`config.mk`:
```
export PLATFORM = sky130hd
export DESIGN_NAME = bitmap_slot_allocator
export DESIGN_NICKNAME = d
export VERILOG_FILES = /design/src/hw/rtl/bsa_pkg.sv /design/src/hw/rtl/bsa_map_ram.sv /design/src/hw/rtl/bsa_divider.sv /design/src/hw/rtl/bitmap_slot_allocator.sv
export SDC_FILE = /design/constraint.sdc
export NUM_CORES = 2
export LEC_CHECK = 0
export ABC_AREA = 1
export BUFFER_PORTS_ARGS = -buffer_cell sky130_fd_sc_hd__buf_2
export CORE_ASPECT_RATIO = 1.1
export CORE_MARGIN = 8
export CORE_UTILIZATION = 40
export CTS_CLUSTER_SIZE = 16
export DETAILED_ROUTE_END_ITERATION = 7
export SLEW_MARGIN = 10
export SYNTH_ARGS = -nofsm -noshare
export SYNTH_HDL_FRONTEND = slang
export SYNTH_HIERARCHICAL = 1
export SYNTH_SLANG_ARGS = --single-unit
```
`constraint.sdc`:
```
create_clock -name clk_i -period 7.6 [get_ports clk_i]
set_input_delay 0.76 -clock clk_i [delete_from_list [all_inputs] [get_ports clk_i]]
set_output_delay 0.76 -clock clk_i [all_outputs]
set_load 0.01 [all_outputs]
```
`src/hw/rtl/bsa_pkg.sv`:
```
// shared types and constants for the bitmap slot allocator
package bsa_pkg;

  localparam int unsigned PoolSlots  = 1024;
  localparam int unsigned GroupSize  = 256;
  localparam int unsigned NumGroups  = PoolSlots / GroupSize;
  localparam int unsigned MapBytes   = PoolSlots / 8;
  localparam int unsigned GroupBytes = GroupSize / 8;
  localparam int unsigned ByteAw     = $clog2(MapBytes);
  localparam int unsigned GrpW       = $clog2(NumGroups);
  localparam int unsigned GbW        = $clog2(GroupBytes);
  localparam int unsigned SlotW      = $clog2(PoolSlots);
  localparam int unsigned GcntW      = $clog2(GroupSize) + 1;
  localparam int unsigned TotW       = 11;
  localparam int unsigned OffW       = 18;

  typedef enum logic [1:0] {
    OpAlloc  = 2'd0,
    OpFree   = 2'd1,
    OpHandle = 2'd2,
    OpNone   = 2'd3
  } op_e;

  localparam logic RegObjSize = 1'b0;
  localparam logic RegGroups  = 1'b1;

  typedef enum logic [3:0] {
    StIdle,
    StGrp,
    StScanRd,
    StScanChk,
    StDiv,
    StFreeRd,
    StFreeChk,
    StOut
  } state_e;

  // memory request between controller and map memory
  typedef struct packed {
    logic              rd;
    logic              wr;
    logic [ByteAw-1:0] addr;
    logic [7:0]        wdata;
  } mem_req_t;

endpackage

```
`src/hw/rtl/bsa_map_ram.sv`:
```
// used-bit map memory, one byte per entry, cleared by a sweep after reset
module bsa_map_ram (
  input  logic                          clk_i,
  input  logic                          rst_ni,
  input  bsa_pkg::mem_req_t             req_i,
  output logic [7:0]                    rdata_o,
  output logic                          ready_o
);
  logic [7:0] mem [bsa_pkg::MapBytes];
  logic [bsa_pkg::ByteAw:0] clr_q, clr_d;

  assign ready_o = clr_q[bsa_pkg::ByteAw];
  assign clr_d   = ready_o ? clr_q : clr_q + 1'b1;

  always_ff @(posedge clk_i or negedge rst_ni) begin
    if (!rst_ni) begin
      clr_q <= '0;
    end else begin
      clr_q <= clr_d;
    end
  end

  always_ff @(posedge clk_i) begin
    if (!ready_o) begin
      mem[clr_q[bsa_pkg::ByteAw-1:0]] <= 8'h00;
    end else if (req_i.wr) begin
      mem[req_i.addr] <= req_i.wdata;
    end
    if (req_i.rd) begin
      rdata_o <= mem[req_i.addr];
    end
  end
endmodule

```
`src/hw/rtl/bsa_divider.sv`:
```
// restoring divider, offset by object size, one quotient bit a cycle
module bsa_divider (
  input  logic        clk_i,
  input  logic        rst_ni,
  input  logic        start_i,
  input  logic [26:0] dividend_i,
  input  logic [8:0]  divisor_i,
  output logic        done_o,
  output logic [26:0] quot_o,
  output logic [8:0]  rem_o
);
  logic [26:0] q_q, q_d;
  logic [8:0]  r_q, r_d;
  logic [4:0]  cnt_q, cnt_d;
  logic        busy_q, busy_d;
  logic [9:0]  trial;

  assign trial  = {r_q, q_q[26]} - {1'b0, divisor_i};
  assign done_o = busy_q && (cnt_q == 5'd26);
  assign quot_o = q_d;
  assign rem_o  = r_d;

  always_comb begin
    q_d = q_q; r_d = r_q; cnt_d = cnt_q; busy_d = busy_q;
    if (start_i) begin
      q_d = dividend_i; r_d = '0; cnt_d = '0; busy_d = 1'b1;
    end else if (busy_q) begin
      if (!trial[9]) begin
        r_d = trial[8:0];
        q_d = {q_q[25:0], 1'b1};
      end else begin
        r_d = {r_q[7:0], q_q[26]};
        q_d = {q_q[25:0], 1'b0};
      end
      cnt_d = cnt_q + 5'd1;
      if (cnt_q == 5'd26) busy_d = 1'b0;
    end
  end

  always_ff @(posedge clk_i or negedge rst_ni) begin
    if (!rst_ni) begin
      busy_q <= 1'b0;
      cnt_q  <= '0;
    end else begin
      busy_q <= busy_d;
      cnt_q  <= cnt_d;
    end
  end

  always_ff @(posedge clk_i) begin
    q_q <= q_d;
    r_q <= r_d;
  end
endmodule

```
`src/hw/rtl/bitmap_slot_allocator.sv`:
```
// top level of the bitmap slot allocator
// alloc: group check, then a byte scan (read, then check, per byte), then output;
//   straight to output when the pool is full or the op is unknown; handle and free
//   run the 27-step divider, then a free does a read-modify-write of the map byte
// throughput: one transaction at a time; input reopens the cycle after the result is taken
// reset: clear sweep of the map memory, tready low until done; counts cleared,
//   object_size 1, active_groups 4
module bitmap_slot_allocator (
  input  logic        clk_i,
  input  logic        rst_ni,
  input  logic        s_axis_tvalid,
  output logic        s_axis_tready,
  input  logic [39:0] s_axis_tdata,  // op[1:0], offset[33:2], zero pad
  output logic        m_axis_tvalid,
  input  logic        m_axis_tready,
  output logic [31:0] m_axis_tdata,  // ok[0], result_offset[18:1], used_total[29:19]
  input  logic        cfg_we_i,
  input  logic        cfg_idx_i,
  input  logic [8:0]  cfg_wdata_i
);
  localparam int unsigned GW  = bsa_pkg::GrpW;

  bsa_pkg::state_e st_q, st_d;
  logic [8:0]  osz_q;
  logic [2:0]  agr_q;
  logic [bsa_pkg::GcntW-1:0] gcnt_q [bsa_pkg::NumGroups];
  logic [bsa_pkg::TotW-1:0]  tot_q, tot_d;
  logic [bsa_pkg::SlotW-1:0] last_q, last_d;
  logic [1:0]  op_q, op_d;
  logic [31:0] raw_q, raw_d;
  logic [GW-1:0]  g_q, g_d;
  logic [GW:0]    tries_q, tries_d;
  logic [bsa_pkg::GbW:0] b_q, b_d;
  logic        ok_q, ok_d;
  logic [bsa_pkg::OffW-1:0] res_q, res_d;
  logic        ovld_q, ovld_d;
  logic [bsa_pkg::SlotW-1:0] slot_q, slot_d;

  // effective config
  logic [8:0] size;
  logic [2:0] groups;
  assign size   = (osz_q == 9'd0) ? 9'd1 : (osz_q > 9'd256 ? 9'd256 : osz_q);
  assign groups = (agr_q == 3'd0) ? 3'd1 :
                  (agr_q > 3'(bsa_pkg::NumGroups) ? 3'(bsa_pkg::NumGroups) : agr_q);

  logic [11:0] cap;
  logic [19:0] limit;
  assign cap   = 12'(groups) * 12'(bsa_pkg::GroupSize);
  assign limit = 20'(cap) * 20'(size);

  bsa_pkg::mem_req_t req;
  logic [7:0] rdata;
  logic       mem_ready;
  bsa_map_ram u_ram (
    .clk_i, .rst_ni, .req_i(req), .rdata_o(rdata), .ready_o(mem_ready)
  );

  // divider starts at the accepting edge, so it takes the offset being captured
  logic        div_start, div_done;
  logic [26:0] quot;
  logic [8:0]  rem;
  bsa_divider u_div (
    .clk_i, .rst_ni, .start_i(div_start), .dividend_i(raw_d[26:0]),
    .divisor_i(size), .done_o(div_done), .quot_o(quot), .rem_o(rem)
  );

  logic        in_acc, in_range;
  logic [2:0]  lowbit;
  logic [7:0]  fmask;
  logic        gcnt_inc, gcnt_dec;
  logic [GW-1:0] gsel_q, gsel_d;
  logic [GW:0] gnext;
  logic [2:0]  last_grp;

  assign in_acc   = s_axis_tvalid && s_axis_tready;
  assign in_range = !raw_q[31] && (raw_q < 32'(limit));
  assign s_axis_tready = (st_q == bsa_pkg::StIdle) && mem_ready && !ovld_q;
  assign m_axis_tvalid = ovld_q;
  assign m_axis_tdata  = {2'b00, tot_q, res_q, ok_q};
  assign gnext    = ({1'b0, g_q} + 1'b1 >= (GW+1)'(groups)) ? '0 : {1'b0, g_q} + 1'b1;
  assign last_grp = 3'(last_q[bsa_pkg::SlotW-1 -: GW]);

  always_comb begin
    lowbit = 3'd7;
    for (int i = 7; i >= 0; i--) begin
      if (!rdata[i]) lowbit = 3'(i);
    end
  end

  always_comb begin
    st_d = st_q; op_d = op_q; raw_d = raw_q; g_d = g_q; tries_d = tries_q;
    b_d = b_q; ok_d = ok_q; res_d = res_q; ovld_d = ovld_q; slot_d = slot_q;
    tot_d = tot_q; last_d = last_q; gsel_d = gsel_q;
    req = '0; div_start = 1'b0; gcnt_inc = 1'b0; gcnt_dec = 1'b0;
    fmask = 8'd1 << slot_q[2:0];
    if (ovld_q && m_axis_tready) ovld_d = 1'b0;
    unique case (st_q)
      bsa_pkg::StIdle: begin
        if (in_acc) begin
          op_d = s_axis_tdata[1:0];
          raw_d = s_axis_tdata[33:2];
          ok_d = 1'b0; res_d = '0;
          st_d = bsa_pkg::StOut;
          if (s_axis_tdata[1:0] == bsa_pkg::OpAlloc) begin
            g_d = (last_grp >= groups) ? '0 : last_grp[GW-1:0];
            tries_d = '0;
            if (12'(tot_q) < cap) st_d = bsa_pkg::StGrp;
          end else if (s_axis_tdata[1:0] == bsa_pkg::OpFree ||
                       s_axis_tdata[1:0] == bsa_pkg::OpHandle) begin
            st_d = bsa_pkg::StDiv;
            div_start = 1'b1;
          end
        end
      end
      bsa_pkg::StGrp: begin
        if (tries_q == (GW+1)'(groups)) begin
          st_d = bsa_pkg::StOut;
        end else if (gcnt_q[g_q] < bsa_pkg::GcntW'(bsa_pkg::GroupSize)) begin
          b_d = '0; st_d = bsa_pkg::StScanRd;
        end else begin
          g_d = gnext[GW-1:0];
          tries_d = tries_q + 1'b1;
        end
      end
      bsa_pkg::StScanRd: begin
        if (b_q[bsa_pkg::GbW]) begin
          st_d = bsa_pkg::StOut;
        end else begin
          req.rd = 1'b1;
          req.addr = {g_q, b_q[bsa_pkg::GbW-1:0]};
          st_d = bsa_pkg::StScanChk;
        end
      end
      bsa_pkg::StScanChk: begin
        req.addr = {g_q, b_q[bsa_pkg::GbW-1:0]};
        if (rdata == 8'hFF) begin
          b_d = b_q + 1'b1; st_d = bsa_pkg::StScanRd;
        end else begin
          req.wr = 1'b1;
          req.wdata = rdata | (8'd1 << lowbit);
          gsel_d = g_q; gcnt_inc = 1'b1;
          tot_d = tot_q + 1'b1;
          last_d = {g_q, b_q[bsa_pkg::GbW-1:0], lowbit};
          ok_d = 1'b1;
          res_d = bsa_pkg::OffW'(20'({g_q, b_q[bsa_pkg::GbW-1:0], lowbit}) * 20'(size));
          st_d = bsa_pkg::StOut;
        end
      end
      bsa_pkg::StDiv: begin
        if (div_done) begin
          if (op_q == bsa_pkg::OpHandle) begin
            if (in_range) begin
              ok_d = 1'b1;
              res_d = bsa_pkg::OffW'(raw_q - 32'(rem));
            end
            st_d = bsa_pkg::StOut;
          end else if (in_range && rem == 9'd0) begin
            slot_d = quot[bsa_pkg::SlotW-1:0];
            st_d = bsa_pkg::StFreeRd;
          end else begin
            st_d = bsa_pkg::StOut;
          end
        end
      end
      bsa_pkg::StFreeRd: begin
        req.rd = 1'b1;
        req.addr = slot_q[bsa_pkg::SlotW-1:3];
        st_d = bsa_pkg::StFreeChk;
      end
      bsa_pkg::StFreeChk: begin
        req.addr = slot_q[bsa_pkg::SlotW-1:3];
        if ((rdata & fmask) != 8'd0) begin
          req.wr = 1'b1;
          req.wdata = rdata & ~fmask;
          gsel_d = slot_q[bsa_pkg::SlotW-1 -: GW];
          gcnt_dec = 1'b1;
          if (tot_q != '0) tot_d = tot_q - 1'b1;
          ok_d = 1'b1;
        end
        st_d = bsa_pkg::StOut;
      end
      bsa_pkg::StOut: begin
        if (!ovld_q) begin
          ovld_d = 1'b1;
          st_d = bsa_pkg::StIdle;
        end
      end
      default: st_d = bsa_pkg::StIdle;
    endcase
  end

  always_ff @(posedge clk_i or negedge rst_ni) begin
    if (!rst_ni) begin
      st_q   <= bsa_pkg::StIdle;
      osz_q  <= 9'd1;
      agr_q  <= 3'd4;
      tot_q  <= '0;
      last_q <= '0;
      ovld_q <= 1'b0;
      for (int i = 0; i < bsa_pkg::NumGroups; i++) gcnt_q[i] <= '0;
    end else begin
      st_q   <= st_d;
      tot_q  <= tot_d;
      last_q <= last_d;
      ovld_q <= ovld_d;
      if (gcnt_inc) gcnt_q[gsel_d] <= gcnt_q[gsel_d] + 1'b1;
      else if (gcnt_dec && gcnt_q[gsel_d] != '0) gcnt_q[gsel_d] <= gcnt_q[gsel_d] - 1'b1;
      if (cfg_we_i) begin
        if (cfg_idx_i == bsa_pkg::RegObjSize) osz_q <= cfg_wdata_i;
        else agr_q <= cfg_wdata_i[2:0];
      end
    end
  end

  always_ff @(posedge clk_i) begin
    op_q <= op_d; raw_q <= raw_d; g_q <= g_d; tries_q <= tries_d; b_q <= b_d;
    ok_q <= ok_d; res_q <= res_d; slot_q <= slot_d; gsel_q <= gsel_d;
  end

  // a result never lands on top of one still waiting
  assert property (@(posedge clk_i) disable iff (!rst_ni)
    ovld_q && !m_axis_tready |=> ovld_q && $stable(m_axis_tdata))
    else $error("pending result lost");
  // the used count never moves outside a transaction
  assert property (@(posedge clk_i) disable iff (!rst_ni)
    st_q == bsa_pkg::StIdle |=> $stable(tot_q) || $past(in_acc))
    else $error("used count changed while idle");
  // a failed transaction reports a zero offset
  assert property (@(posedge clk_i) disable iff (!rst_ni)
    ovld_q && !ok_q |-> res_q == '0)
    else $error("nonzero offset on failure");
endmodule
```
* After elaboration in Yosys (flattened, before gate mapping) *
Memories as Yosys holds them, arrays and structs flattened. A register that Yosys moved wholly into a read port is not among the register bits.
Index checks and enable logic that the tools add are counted.

word-level totals
  flip-flop bits (word level) = 200
  bits in writable memories = 1024
  bits of input ports = 55
  output and inout port bits = 34
  word-level logic and storage cells = 241
  memories = 1

cells by class
  add/sub/neg operators = 11
  $mul = 2
  order comparisons = 10
  equal/unequal tests = 27
  shift-type cells = 2
  muxes and demuxes = 112
  bitwise operators = 9
  reduce and logical (&&, ||, !) cells = 40

memories
  memory     words  bits a word  read ports  clocked after Yosys merged registers in  write ports  line              RTL
  u_ram.mem  128    8            1           1                                        1            bsa_map_ram.sv:9  logic [7:0] mem [bsa_pkg::MapBytes];

operators with widths
  operator                                         count
  27-bit 2-to-1 mux                                4
  18-bit 2-to-1 mux                                5
  9-bit 2-to-1 mux                                 10
  36-bit bitwise mux                               2
  36-bit 2-to-1 mux                                2
  18-bit case mux with 3 select lines              1
  3-bit 2-to-1 mux                                 14
  9-bit binary-select mux with 2-bit select        2
  11-bit 2-to-1 mux                                3
  32-bit by 20-bit < comparator with 1-bit output  1
  8-bit 2-to-1 mux                                 4
  4-bit case mux with 8 select lines               1
  1-bit 2-to-1 mux                                 28
  2-bit 2-to-1 mux                                 12
  4-bit 2-to-1 mux                                 6
  2-bit inequality test, second input constant     12
  11-bit case mux with 2 select lines              1
  7-bit case mux with 3 select lines               1
  9-bit demux with 2-bit select                    1
  9-bit logical NOT                                2
  10-bit by 9-bit multiplier with 18-bit output    1
  6-bit 2-to-1 mux                                 3
  18-bit by 9-bit subtractor with 18-bit output    1
  8-bit bitwise AND                                2
  other kinds (61)                                 94

* Longest topological paths before layout *
  word-level depth = 13
  gate-level depth with buffers = 37
  gate-level depth less buffers = 36

* Hierarchy *
Netlist, hierarchy kept.

modules (own cells, without submodules)
  module                 instances  cells each  area an instance (µm²)  seq. area each (µm²)
  bsa_map_ram            1          3643        42931.2                 31189.9
  bitmap_slot_allocator  1          1527        11855.1                 3621.0
  bsa_divider            1          327         2363.5                  870.8

* Worst setup path after synthesis *
No wires, ideal clock.

  path type = register to register
  from = register st_q[0]
  to = memory u_ram.mem[0][5], data pin
  arrival time = 4785 ps
  slack = 2019 ps
  cell stages (with the launch flop) = 10
  buffers on the path = 0
  clock period less this slack = 5581 ps
  cell sequence = dfrtp_1 nor2_1 inv_1 nor2_2 nand2_4 nand2_2 inv_1 nor4_1 inv_1 nor2_1

RTL lines
  element                 line                          RTL
  from (decl)             bitmap_slot_allocator.sv:23   bsa_pkg::state_e st_q, st_d;
  from (signal assigned)  bitmap_slot_allocator.sv:194  st_q <= bsa_pkg::StIdle;
  from (signal assigned)  bitmap_slot_allocator.sv:202  st_q <= st_d;
  to (decl)               bsa_map_ram.sv:9

* Worst setup path in the final report *
  from = register osz_q[8]
  to = register res_q[16] (netlist bit), data pin

between the ends
  longest elaborated chain between the ends = 12
  elaborated cells between the ends (all ways) = 15

RTL lines
  element                                        line                          RTL
  from (decl)                                    bitmap_slot_allocator.sv:24   logic [8:0] osz_q;
  from (signal assigned)                         bitmap_slot_allocator.sv:209  if (cfg_idx_i == bsa_pkg::RegObjSize) osz_q <= cfg_wdata_i;
  9-bit greater-than comparator                  bitmap_slot_allocator.sv:42   assign size = (osz_q == 9'd0) ? 9'd1 : (osz_q > 9'd256 ? 9'd256 : osz_q);
  9-bit 2-to-1 mux                               bitmap_slot_allocator.sv:42
  9-bit 2-to-1 mux (*)                           bitmap_slot_allocator.sv:42
  10-bit by 9-bit subtractor with 10-bit output  bsa_divider.sv:18             assign trial = {r_q, q_q[26]} - {1'b0, divisor_i};
  9-bit 2-to-1 mux                               bsa_divider.sv:28             if (!trial[9]) begin
  9-bit 2-to-1 mux                               bsa_divider.sv:27             end else if (busy_q) begin
  9-bit 2-to-1 mux                               bsa_divider.sv:25             if (start_i) begin
  18-bit by 9-bit subtractor with 18-bit output  bitmap_slot_allocator.sv:154  res_d = bsa_pkg::OffW'(raw_q - 32'(rem));
  18-bit 2-to-1 mux                              bitmap_slot_allocator.sv:152  if (in_range) begin
  18-bit 2-to-1 mux                              bitmap_slot_allocator.sv:151  if (op_q == bsa_pkg::OpHandle) begin
  18-bit 2-to-1 mux                              bitmap_slot_allocator.sv:150  if (div_done) begin
  18-bit case mux with 3 select lines (*)        bitmap_slot_allocator.sv:97   unique case (st_q)
  to (signal assigned)                           bitmap_slot_allocator.sv:217  ok_q <= ok_d; res_q <= res_d; slot_q <= slot_d; gsel_q <= gsel_d;
  to (decl)                                      bitmap_slot_allocator.sv:35   logic [bsa_pkg::OffW-1:0] res_q, res_d;

Every way passes the cells marked *; elsewhere a longest branch is shown, timed or not. The select of a mux whose other input is x is not followed.
A chain may end at the register's enable or synchronous reset.

==> flow_summary.toml <==
[floorplanning]
dieArea_um2 = 155000
initial_core_util_pct = 40.3
core_area_um2 = 142000
rows = 145
pin_count = 89
fp.dieW_um = 376
die_h_um = 412

[synth]
synth-xor-area-share_pct = 0.506
ys_warn_count = 6
synthTopCellsByCount = "1766 x nand2_1, 1079 x edfxtp_1, 1031 x nand3_1"
yosysMostFrequentCell = "nand2_1"
synth_fa_ha_area_share_pct = 4.62
synth_top_area_cell = "edfxtp_1"
synth_area_um2 = 57100
avgSynthCellArea_um2 = 10.4
synthArstFlopShare_pct = 6.46
synthCells = 5497
synthSimpleGateAreaFrac_pct = 24.9
synth_edf_count = 1079
synth_top_family_by_area = "simple AND/OR/NAND/NOR gates"
yosysUniqueCellTypes = 67
synthFlopType = "edfxtp_1"
muxShareOfSynthArea_pct = 0.0175
ys_top_cells_by_area = "edfxtp_1 57%, nand2_1 12%, nand3_1 9.0%, dfrtp_1 3.4%, fa_1 2.3%"
ys_ff_latch = 1223
yosysTopAreaCellShare_pct = 56.7
synth_compound_area_share_pct = 2.75
seq_area_frac_synth_pct = 62.4

[critical_path]
critical_path.slowest_cell = "dfrtp_1"
cp.required_ns = 8.08
path_buf_inv = 6
r2r_slack_ns = 1.44
max_stage_delay_ns = 0.64
criticalPathCategory = "reg -> reg"
path_cells = "o21ai_0, inv_1, nor2_1, buf_4, nand2_1, fa_1, fa_1, inv_1, fa_1, inv_1, fa_1, inv_1, ha_1, inv_1, nor3_1, a21oi_1, nor2_1, o21ai_0, nand2_1, a21oi_1, o21bai_1, a21oi_1, o21ai_0, o21ai_0"
endpoint_kind = "flop"
path_delay_family = "adder cells"
arrival_ns = 6.64
rr_endpoint = "res_q[16]"
cp-start-kind = "flop"
cp_common_cell = "inv_1"
crit_path_max_fanout = 17
r2r-start = "osz_q[8]"
rr_worst_depth = 24

[timing]
slew_headroom_pct = 17.6
tightest_slew_ns = 1.24
rsz0062_at_grt = "false"
hold_viol = 0
fin_crit_sh_pct = 81.0
fmaxAchievable_mhz = 162
skew_ns = 0.0448
setup_viol = 0
fin_crit_ns = 6.16
finalMaxSlewViolations = 0
hold_slack_ns = 0.179
fin_tns_setup_ns = 0
setup_ws_ns = 1.44

[cts]
cts.reportedPaths.clkPinSlew_ns = 0.06
post_cts_buffers = 0
post_cts_resized = 0
clock_latency_ns = 0.75
numCtsBuffers = 121
cts_htree_levels = 3
cts_tree = "built"
cts_hold_buffers = 1
cts_sinks = 1223
cts_root_buffer = "clkbuf_16"
clk_path_buf_depth = 3

[power]
p_per_area_nw_per_um2 = 379
power_leakage_nw = 23.5
peakVddDrop_uv = 506
power_mw = 23.9

[detailed_routing]
drc = 0
ant_nets = 0
vias = 39200
viasPerCell = 5.24
drt_first_pass_iters = 8
wl_per_cell_um = 20.1
drt_iter0_markers = 3381
routed_wl_um = 150000

[place]
placed_area_um2 = 59100
pre_cts_slack_ns = 1.47
place.gp.congestion = 0.917
port_buffers = 80
dp_hpwl_um = 89200
place_inst = 7255

[global_route]
antenna_found_initial = 0
grt_max_degree = 250
grt_usage_pct = 18.8
overflow = 0
grt_pass1_wl_um = 229000
grt_pass1_vias = 37600

[cells_and_area]
drive_gt1_share_pct = 8.97
final_core_util_pct = 44.4
final_area_um2 = 63000
fin_nets = 5694
num-fill-cells = 13200
stdcell_count = 7484
area_delta_synth_final_pct = 10.3
antenna_cells = 0

[run_status]
status = "finished, final reports clean"

[worst_hold_path]
min-delay-start = "s_axis_tdata[30]"
holdPathEnd = "raw_q[28]"
hold_class = "in -> reg"
whs_path_depth = 1

[flow_run]
drv_cap = 0
-- registers in the layout (all words and copies together), names as in the netlist, 9 cells and up --
register and flops:
gcnt_q 36, u_div/r_q 9, slot_q 10, raw_q 32, osz_q 9, u_ram/mem 1024, u_div/q_q 27, tot_q 11
res_q 18
-- cell usage in the layout, fill, tap and decap left out, types with 7 or more instances in the layout --
master,netlist,final
buf_2,148,79
dfrtp_1,77,77
nor2_4,7,15
o21ai_4,6,11
buf_4,35,50
o21ai_0,85,78
nand2_1,1766,1764
xor2_1,21,21
nor2_8,11,11
ha_1,104,104
nand2_2,31,33
edfxtp_1,1079,1079
nor2_2,50,51
nand3_2,7,7
fa_1,67,67
inv_1,298,296
xnor2_1,12,12
clkbuf_1,74,31
a21oi_1,71,70
clkinv_1,4,32
buf_12,1,8
bufinv_16,0,7
nor3_1,14,14
o221ai_1,29,29
clkbuf_16,0,124
nor4_1,11,11
nor2_1,221,212
clkinv_2,1,20
o21ai_1,8,9
inv_2,16,16
nand2_4,15,15
o21bai_1,7,7
dfxtp_1,65,65
nand3_1,1031,1031
nand4_1,15,15
-- worst register-to-register path, cell delays in order, from the launching register on --
cell and delay [ns]:
dfrtp_1 0.64, o21ai_0 0.25, inv_1 0.16, nor2_1 0.61, buf_4 0.26, nand2_1 0.08, fa_1 0.55, fa_1 0.53
inv_1 0.05, fa_1 0.47, inv_1 0.05, fa_1 0.52, inv_1 0.04, ha_1 0.31, inv_1 0.06, nor3_1 0.21
a21oi_1 0.11, nor2_1 0.20, o21ai_0 0.11, nand2_1 0.09, a21oi_1 0.07, o21bai_1 0.15, a21oi_1 0.08, o21ai_0 0.15
o21ai_0 0.13
-- layer usage --
| metal | vias to the layer above | track usage, % | share of wire (%) |
|---|---|---|---|
| met5 | - | 0 | 0 |
| met4 | 0 | 6.48 | 3.2 |
| met3 | 231 | 2.61 | 5.8 |
| met2 | 1242 | 31.4 | 48 |
| met1 | 19000 | 25.3 | 43 |
| li1 | 18700 | - | - |
-- kinds of logic after synthesis --
group,count (synthesis)
simple gates,3204
buf+inv,615
fa+ha+maj,171
xor+xnor,33
compound gates,249
other cells,1
flops,1223
mux,1
-- final cells by class --
type | count | area [um^2] | share of cell area [%]
clock buffer | 163 | 3310 | 5.26
clock inverter | 65 | 572 | 0.907
inverter | 324 | 1250 | 1.99
multi-input combinational | 3660 | 18900 | 29.9
sequential | 1223 | 35700 | 56.6
tap | 1911 | 2390 | 3.79
timing repair buffer | 138 | 941 | 1.49
-- how the worst max path moves through the flow --
stage | startpoint | to | slack (ns) | cells after the start
finish | osz_q[8] | res_q[16] | 1.44 | 24
global placement | osz_q[8] | res_q[16] | 1.45 | 27
CTS | osz_q[8] | res_q[16] | 1.45 | 25
floorplan | st_q[0] | u_ram/mem[0][5] | 2.02 | 9
detailed placement | osz_q[8] | res_q[16] | 1.47 | 25
global route | osz_q[4] | res_q[0] | 0.98 | 23
-- power by group --
part	total [mW]	internal (mW)	switching, mW
Combinational	10.2	2.97	7.18
Clock	5.89	3.30	2.59
Sequential	7.82	7.60	0.219
Total	23.9	13.9	9.99
Note: power is estimated with default switching activity, not from simulation.
